[config.mk]
export PLATFORM = sky130hd
export DESIGN_NAME = heartbeat_master_election
export DESIGN_NICKNAME = d
export VERILOG_FILES = /design/src/rtl/hme_pkg.sv /design/src/rtl/hme_cell.sv /design/src/rtl/heartbeat_master_election.sv
export SDC_FILE = /design/constraint.sdc
export NUM_CORES = 1
export LEC_CHECK = 0
export BUFFER_PORTS_ARGS = -buffer_cell sky130_fd_sc_hd__buf_2
export CORE_AREA = 2 2 256 258
export DETAILED_ROUTE_END_ITERATION = 6
export DIE_AREA = 0 0 258 260
export PLACE_DENSITY = 0.59
export SLEW_MARGIN = 0
export SYNTH_ARGS = -nofsm -noshare
export SYNTH_HDL_FRONTEND = slang
export SYNTH_SLANG_ARGS = --single-unit
[constraint.sdc]
create_clock -name clk -period 6.85 [get_ports clk]
set_input_delay 1.0275 -clock clk [delete_from_list [all_inputs] [get_ports clk]]
set_output_delay 1.0275 -clock clk [all_outputs]
set_load 0.05 [all_outputs]
[src/rtl/hme_pkg.sv]
// package for the master-election engine: shared types and constants
// used by hme_cell and heartbeat_master_election
package hme_pkg;

  localparam int CNT_W = 16;
  localparam logic [CNT_W-1:0] CNT_MAX = '1;

  localparam logic [1:0] PEER_PENDING   = 2'd0;
  localparam logic [1:0] PEER_READY     = 2'd1;
  localparam logic [1:0] PEER_DESTROYED = 2'd2;

  localparam logic [2:0] REG_SELF_ID    = 3'd0;
  localparam logic [2:0] REG_SELF_SEC   = 3'd1;
  localparam logic [2:0] REG_SELF_NANOS = 3'd2;
  localparam logic [2:0] REG_PEND_LIMIT = 3'd3;
  localparam logic [2:0] REG_SYNC_LIMIT = 3'd4;

  typedef enum logic [3:0] {
    ST_IDLE  = 4'b0001,
    ST_SCAN  = 4'b0010,
    ST_WRITE = 4'b0100,
    ST_OUT   = 4'b1000
  } state_t;

  // search token passed from cell to cell
  typedef struct packed {
    logic hit;
    logic free;
  } scan_t;

endpackage

[src/rtl/hme_cell.sv]
// one neighbor table entry: holds a peer id and valid bit, checks the
// key against its entry and passes the search token on; uses hme_pkg
module hme_cell import hme_pkg::*; #(
  parameter int ID_W = 16
) (
  input  logic            clk,
  input  logic            rst_n,
  input  logic [ID_W-1:0] key,
  input  scan_t           scan_in,
  input  logic            start,
  input  logic            shift,
  input  logic            wr_en,
  input  logic            wr_valid,
  output scan_t           scan_out,
  output logic            my_hit,
  output logic            my_free,
  output logic            valid
);

  logic            valid_r;
  logic [ID_W-1:0] peer_r;
  scan_t           tok_r;

  assign valid    = valid_r;
  assign scan_out = tok_r;

  // first hit stops the chain's free search from this point on
  assign my_hit  = shift && !scan_in.hit && valid_r && peer_r == key;
  assign my_free = shift && !scan_in.hit && !scan_in.free && !valid_r;

  always_ff @(posedge clk) begin
    if (!rst_n) begin
      valid_r <= 1'b0;
      tok_r   <= '0;
    end else begin
      if (start) begin
        tok_r <= '0;
      end else if (shift) begin
        tok_r.hit  <= scan_in.hit | my_hit;
        tok_r.free <= scan_in.free | my_free;
      end
      if (wr_en) begin
        valid_r <= wr_valid;
      end
    end
  end

  always_ff @(posedge clk) begin
    if (wr_en && wr_valid) begin
      peer_r <= key;
    end
  end

endmodule

[src/rtl/heartbeat_master_election.sv]
// master-election engine with a chain of neighbor table cells
// a tick or own-id item goes from idle to the output state; a peer item steps
// through the scan and write states first; one item at a time, a new one is taken
// only once the result is taken; the search token walks one cell per cycle;
// result held in an output register until taken
// reset empties the table and restores the register defaults
module heartbeat_master_election import hme_pkg::*; #(
  parameter int TABLE_DEPTH = 16,
  parameter int ID_WIDTH    = 16
) (
  input  logic                clk,
  input  logic                rst_n,
  input  logic                cfg_we,
  input  logic [2:0]          cfg_index,
  input  logic [31:0]         cfg_data,
  input  logic                in_valid,
  output logic                in_stall,
  input  logic                in_mode,
  input  logic [ID_WIDTH-1:0] in_peer_id,
  input  logic [1:0]          in_peer_state,
  input  logic [ID_WIDTH-1:0] in_peer_master_id,
  input  logic                in_peer_master_valid,
  input  logic [31:0]         in_peer_init_seconds,
  input  logic [29:0]         in_peer_init_nanos,
  output logic                out_valid,
  input  logic                out_stall,
  output logic                out_node_state,
  output logic [ID_WIDTH-1:0] out_master_id,
  output logic                out_master_valid,
  output logic                out_publish_status,
  output logic                out_replay_request,
  output logic [4:0]          out_neighbor_count,
  output logic                out_table_overflow
);

  localparam int CW  = $clog2(TABLE_DEPTH + 1);
  localparam int IXW = (TABLE_DEPTH > 1) ? $clog2(TABLE_DEPTH) : 1;

  logic [15:0] self_id_r;
  logic [31:0] self_sec_r;
  logic [29:0] self_nanos_r;
  logic [15:0] pend_limit_r, sync_limit_r;

  state_t            state_r;
  logic              own_r, fm_valid_r, was_master_r;
  logic [ID_WIDTH-1:0] fm_r;
  logic [CNT_W-1:0]  pend_r, sync_r;
  logic [CW-1:0]     last_cnt_r, cnt_r;
  logic [IXW:0]      step_r;
  logic [ID_WIDTH-1:0] pid_r;
  logic [1:0]        pstate_r;
  logic              found_hit_r, found_free_r;
  logic [IXW-1:0]    hit_ix_r, free_ix_r;

  logic [ID_WIDTH-1:0] self_id;
  assign self_id = ID_WIDTH'(self_id_r);

  scan_t chain [TABLE_DEPTH+1];
  logic [TABLE_DEPTH-1:0] hit_v, free_v, valid_v, wr_en_v;
  logic wr_valid;
  logic start, shift;

  assign chain[0] = '0;
  assign start = state_r == ST_IDLE;
  assign shift = state_r == ST_SCAN;

  genvar g;
  generate
    for (g = 0; g < TABLE_DEPTH; g++) begin : g_cell
      hme_cell #(.ID_W(ID_WIDTH)) u_cell (
        .clk      (clk),
        .rst_n    (rst_n),
        .key      (pid_r),
        .scan_in  (chain[g]),
        .start    (start),
        .shift    (shift && step_r == (IXW+1)'(g)),
        .wr_en    (wr_en_v[g]),
        .wr_valid (wr_valid),
        .scan_out (chain[g+1]),
        .my_hit   (hit_v[g]),
        .my_free  (free_v[g]),
        .valid    (valid_v[g])
      );
    end
  endgenerate

  // only the stepped cell can raise its hit or free flag, so an or over the
  // row gives this cycle's finding
  logic cur_hit, cur_free;
  always_comb begin
    cur_hit  = 1'b0;
    cur_free = 1'b0;
    for (int i = 0; i < TABLE_DEPTH; i++) begin
      cur_hit  = cur_hit | hit_v[i];
      cur_free = cur_free | free_v[i];
    end
  end

  // write decision
  logic do_write;
  logic [IXW-1:0] wr_ix;
  always_comb begin
    do_write = 1'b0;
    wr_valid = 1'b1;
    wr_ix    = hit_ix_r;
    if (pstate_r == PEER_DESTROYED) begin
      do_write = found_hit_r;
      wr_valid = 1'b0;
    end else if (found_hit_r) begin
      do_write = 1'b1;
    end else if (found_free_r) begin
      do_write = 1'b1;
      wr_ix    = free_ix_r;
    end
    for (int i = 0; i < TABLE_DEPTH; i++) begin
      wr_en_v[i] = state_r == ST_WRITE && do_write && wr_ix == IXW'(i);
    end
  end

  logic [CW-1:0] nb_cnt;
  always_comb begin
    nb_cnt = '0;
    for (int i = 0; i < TABLE_DEPTH; i++) nb_cnt = nb_cnt + CW'(valid_v[i]);
  end

  logic [61:0] ptime, stime;
  logic        is_self;
  logic        pready;
  assign ptime   = {in_peer_init_seconds, in_peer_init_nanos};
  assign stime   = {self_sec_r, self_nanos_r};
  assign is_self = in_peer_id == self_id;
  assign pready  = in_peer_state == PEER_READY;

  logic in_acc, out_acc;
  assign in_stall = state_r != ST_IDLE || out_valid;
  assign in_acc   = in_valid && !in_stall;
  assign out_acc  = out_valid && !out_stall;

  // election update for a peer item, done at acceptance
  logic              p_own, p_fmv, p_pub;
  logic [ID_WIDTH-1:0] p_fm;
  logic [CNT_W-1:0]  p_pend, p_sync;
  always_comb begin
    p_own  = own_r;
    p_fmv  = fm_valid_r;
    p_fm   = fm_r;
    p_pend = pend_r;
    p_sync = sync_r;
    p_pub  = 1'b0;
    if (!own_r) begin
      if (pready) begin
        p_own = 1'b1; p_fmv = in_peer_master_valid;
        p_fm  = in_peer_master_valid ? in_peer_master_id : '0;
        p_pend = '0; p_sync = '0; p_pub = 1'b1;
      end
    end else if (fm_valid_r && in_peer_id == fm_r) begin
      if (pready) begin
        p_sync = '0;
      end else begin
        p_own = 1'b0; p_fmv = 1'b0; p_fm = '0;
        p_pend = '0; p_sync = '0; p_pub = 1'b1;
      end
    end else if (pready && (in_peer_master_valid != fm_valid_r ||
                 (in_peer_master_valid && in_peer_master_id != fm_r))) begin
      if (ptime < stime) begin
        p_fmv = in_peer_master_valid;
        p_fm  = in_peer_master_valid ? in_peer_master_id : '0;
        p_pend = '0; p_sync = '0; p_pub = 1'b1;
      end
    end
  end

  // tick update
  logic              t_own, t_fmv, t_master;
  logic [ID_WIDTH-1:0] t_fm;
  logic [CNT_W-1:0]  t_pend, t_sync, inc;
  always_comb begin
    t_own  = own_r;
    t_fmv  = fm_valid_r;
    t_fm   = fm_r;
    t_pend = pend_r;
    t_sync = sync_r;
    inc    = '0;
    if (!own_r) begin
      inc = (pend_r != CNT_MAX) ? pend_r + 1'b1 : pend_r;
      t_pend = inc;
      if (inc >= pend_limit_r) begin
        t_pend = '0; t_own = 1'b1; t_fm = self_id; t_fmv = 1'b1;
      end
    end else if (!(fm_valid_r && fm_r == self_id)) begin
      inc = (sync_r != CNT_MAX) ? sync_r + 1'b1 : sync_r;
      t_sync = inc;
      if (inc >= sync_limit_r) begin
        t_sync = '0; t_own = 1'b0; t_fm = '0; t_fmv = 1'b0;
      end
    end
    t_master = t_fmv && t_fm == self_id;
  end

  always_ff @(posedge clk) begin
    if (!rst_n) begin
      self_id_r    <= 16'd1;
      self_sec_r   <= '0;
      self_nanos_r <= '0;
      pend_limit_r <= 16'd5;
      sync_limit_r <= 16'd10;
    end else if (cfg_we) begin
      case (cfg_index)
        REG_SELF_ID:    self_id_r    <= cfg_data[15:0];
        REG_SELF_SEC:   self_sec_r   <= cfg_data;
        REG_SELF_NANOS: self_nanos_r <= cfg_data[29:0];
        REG_PEND_LIMIT: pend_limit_r <= cfg_data[15:0];
        REG_SYNC_LIMIT: sync_limit_r <= cfg_data[15:0];
        default: ;
      endcase
    end
  end

  always_ff @(posedge clk) begin
    if (!rst_n) begin
      state_r      <= ST_IDLE;
      own_r        <= 1'b0;
      fm_valid_r   <= 1'b0;
      fm_r         <= '0;
      pend_r       <= '0;
      sync_r       <= '0;
      was_master_r <= 1'b0;
      last_cnt_r   <= '0;
      out_valid    <= 1'b0;
      found_hit_r  <= 1'b0;
      found_free_r <= 1'b0;
    end else begin
      if (out_acc) out_valid <= 1'b0;
      case (state_r)
        ST_IDLE: begin
          if (in_acc) begin
            pid_r  <= in_peer_id;
            pstate_r <= in_peer_state;
            out_publish_status <= !in_mode || (!is_self && p_pub);
            out_replay_request <= !in_mode && t_master &&
              (!was_master_r || last_cnt_r != nb_cnt);
            out_table_overflow <= 1'b0;
            found_hit_r  <= 1'b0;
            found_free_r <= 1'b0;
            step_r <= '0;
            if (!in_mode) begin
              own_r <= t_own; fm_valid_r <= t_fmv; fm_r <= t_fm;
              pend_r <= t_pend; sync_r <= t_sync;
              was_master_r <= t_master;
              last_cnt_r   <= nb_cnt;
              state_r <= ST_OUT;
            end else if (is_self) begin
              state_r <= ST_OUT;
            end else begin
              own_r <= p_own; fm_valid_r <= p_fmv; fm_r <= p_fm;
              pend_r <= p_pend; sync_r <= p_sync;
              state_r <= ST_SCAN;
            end
          end
        end
        ST_SCAN: begin
          for (int i = 0; i < TABLE_DEPTH; i++) begin
            if (hit_v[i])  hit_ix_r  <= IXW'(i);
            if (free_v[i]) free_ix_r <= IXW'(i);
          end
          if (cur_hit)  found_hit_r  <= 1'b1;
          if (cur_free) found_free_r <= 1'b1;
          step_r <= step_r + 1'b1;
          if (step_r == (IXW+1)'(TABLE_DEPTH-1)) state_r <= ST_WRITE;
        end
        ST_WRITE: begin
          out_table_overflow <= pstate_r != PEER_DESTROYED &&
                                !found_hit_r && !found_free_r;
          state_r <= ST_OUT;
        end
        ST_OUT: begin
          cnt_r     <= nb_cnt;
          out_valid <= 1'b1;
          state_r   <= ST_IDLE;
        end
        default: state_r <= ST_IDLE;
      endcase
    end
  end

  assign out_node_state     = own_r;
  assign out_master_id      = fm_r;
  assign out_master_valid   = fm_valid_r;
  assign out_neighbor_count = 5'(cnt_r);

endmodule
==> impl_metrics.yaml <==
grt:
  grtUsageTotal: 0.217
  grt_pass1_vias: 19374
  use_met3: 0.0491
  overflow: 0
  busiest_layer: "met2"
  grt_pass1_wl_um: 113000
  antenna_found_initial: 18
  grt_max_degree: 82
  met1_usage: 0.281
  globalRouteMet2Util: 0.361
worst_setup_path:
  cp_num_buf_inv: 0
  endpoint_kind: "register"
  path_cells: "and4_1, nand4_1, nor3b_1, nor2_1, nand3_1, xnor2_1, ha_1, nand4_1, nor3_1, o41ai_1, nand2_1, nor2_1, o21ai_0, a311oi_1"
  slowest_delay_ns: 0.77
  setup.worst_path.start_class: "register"
  crit_arrival_ns: 5.38
  cp_slowest_cell: "nor2_1"
  path_max_fanout: 15
  crit_required_ns: 7.40
  criticalPathCategory: "reg -> reg"
  crit_family: "simple AND/OR/NAND/NOR gates"
clock_network:
  h-tree-depth: 2
  cts_buffers: 57
  hold_buffers: 0
  path_clk_slew_ns: 0.06
  cts_buffer_depth: 3
  clock_sinks: 514
  cts_setup_buffers: 0
  cts_root_buffer: "clkbuf_16"
  cts_resized: 0
  insertion_delay_ns: 0.65
  cts_tree: "built"
outcome:
  status: "completed"
synthesis:
  netlist_instances: 2509
  synth_ff_type: "edfxtp_1"
  synth_most_common_cell: "nand2_1"
  yosys.area.top_type: "edfxtp_1"
  yosys_warnings: 0
  synth_nets: 2762
  synth.distinct_cells: 76
  synth_area_um2: 25600
  yosysSeqAreaShare: 0.517
  ys_ff_latch: 514
  synth_area_leaders: "edfxtp_1 35%, dfxtp_1 17%, xnor2_1 7.5%"
  synthTopCellsByCount: "331 x nand2_1, 295 x edfxtp_1, 220 x xnor2_1, 219 x dfxtp_1, 190 x a21oi_1"
  synthDominantCellAreaShare: 0.346
  synth-async-reset-ratio: 0
  avgSynthCellArea_um2: 10.2
  synth_edf_count: 295
sta:
  rsz0062_at_grt: "false"
  slew_violations: 0
  tns_ns: 0
  fmax_mhz: 207
  relSlewSlack: 0.142
  hold_violations: 0
  final.setup.worst_slack_ns: 2.02
  finalCriticalPeriod_ns: 4.83
  setup-violations-final: 0
  worstMarginPinSlew_ns: 1.28
  fin_crit_sh: 0.705
  clock_skew_ns: 0.0486
floorplanning:
  fp.dieArea_um2: 67100
  die_x_um: 258
  dieHeight_um: 260
  start_util: 0.399
  pin_count: 166
  fp.coreArea_um2: 64100
  rows: 93
finish:
  finish.instance_area_um2: 29400
  drive_gt1_frac: 0.123
  area_growth_pct: 14.8
  nets: 2923
  fin_cells: 3581
  fin_util: 0.458
  nFillCells: 6014
routing:
  first_iter_violations: 1429
  drc: 0
  dr_total_vias: 19294
  avgViaCountPerCell: 5.39
  wl_per_cell_um: 20.4
  dr.pass1.iters: 6
  wirelength_um: 73200
  ant_nets: 0
placement:
  port_buffers: 165
  dp_hpwl_um: 52500
  place_congestion: 0.939
  placed_cell_area_um2: 27400
  place_inst: 3466
  post-place-ws_ns: 2.21
power_and_ir_drop:
  p_per_area_nw_per_um2: 245
  ir_worst_vdd_uv: 215
  p_leak_nw: 10.4
hold_path:
  hold_class: "reg -> reg"
flow_run:
  maxCapViolCount: 0
[layer usage]
metal	part of all wire	vias to the layer above
li1	-	9198
met1	0.43	9360
met2	0.47	579
met3	0.070	135
met4	0.028	22
met5	0.0020	-
[worst reg2reg max path: cells and delay by family (launching register included)]
family,cells,cell delay [ns]
AOI/OAI and AO/OA,3,1.05
xor gates and xnor gates,1,0.15
adders and majority gates,1,0.27
DFF,1,0.46
and+or+nand+nor,9,2.78
[per-stage QoR]
step	hold slack (ns)	power, mW
6_report	0.455	7.20
5_1_grt	0.469	7.45
4_1_cts	0.456	7.25
3_5_place_dp	0.447	4.10
3_3_place_gp	0.441	4.08
2_1_floorplan	0.436	3.84
[logic make-up after synthesis]
kind of cell / Yosys count / synth area share
AND/OR/NAND/NOR: 869 / 0.164
AO/OA/AOI/OAI: 414 / 0.0983
adder cells (fa/ha/maj): 115 / 0.0591
XOR/XNOR: 344 / 0.118
multiplexers: 22 / 0.00885
flip-flops: 514 / 0.517
buffers and inverters: 231 / 0.0351
[where the power goes]
group | leakage [nW] | internal (mW) | switching [mW]
registers | 4.45 | 3.31 | 0.0667
clock network | 0.958 | 1.84 | 1.32
logic | 4.96 | 0.224 | 0.430
total | 10.4 | 5.38 | 1.81
[sequential cells by signal, indices dropped and copies added, names as in the netlist, 30 cells and up]
| register | count |
|---|---|
| g_cell.u_cell.peer_r | 256 |
| self_sec_r | 32 |
| self_nanos_r | 30 |
| g_cell.u_cell.scan_out | 30 |
[cell usage in the layout (no fill, tap or decap), drive strengths merged, types with 38 or more instances in the layout]
master and n:
nand2 331, nand4 83, nor4 52, a21oi 190, dfxtp 219, xnor2 220, nor2 144, a211oi 38
nand3 80, inv 123, clkbuf 76, ha 105, nor3 57, o21ai 80, edfxtp 295, xor2 124
buf 212
[final timing paths]
path | from | to | slack [ns] | cells after the start
setup / recovery | sync_r[3] | sync_r[3] | 2.02 | 14
hold / removal | sync_limit_r[12] | sync_limit_r[12] | 0.46 | 2
setup reg to reg | sync_r[3] | sync_r[3] | 2.02 | 14
hold reg to reg | sync_limit_r[12] | sync_limit_r[12] | 0.46 | 2
[final cells by class]
cell class / count / area (µm²) / share of cell area
repair buffers: 212 / 1180 / 0.0401
flip-flops and latches: 514 / 13200 / 0.451
clock buffers: 76 / 1600 / 0.0544
diodes: 7 / 17.5 / 0.000596
clock inverters: 32 / 352 / 0.0120
inverters: 121 / 457 / 0.0155
well taps: 855 / 1070 / 0.0364
multi-input cells: 1764 / 11500 / 0.390
(Power assumes the default switching activity.)
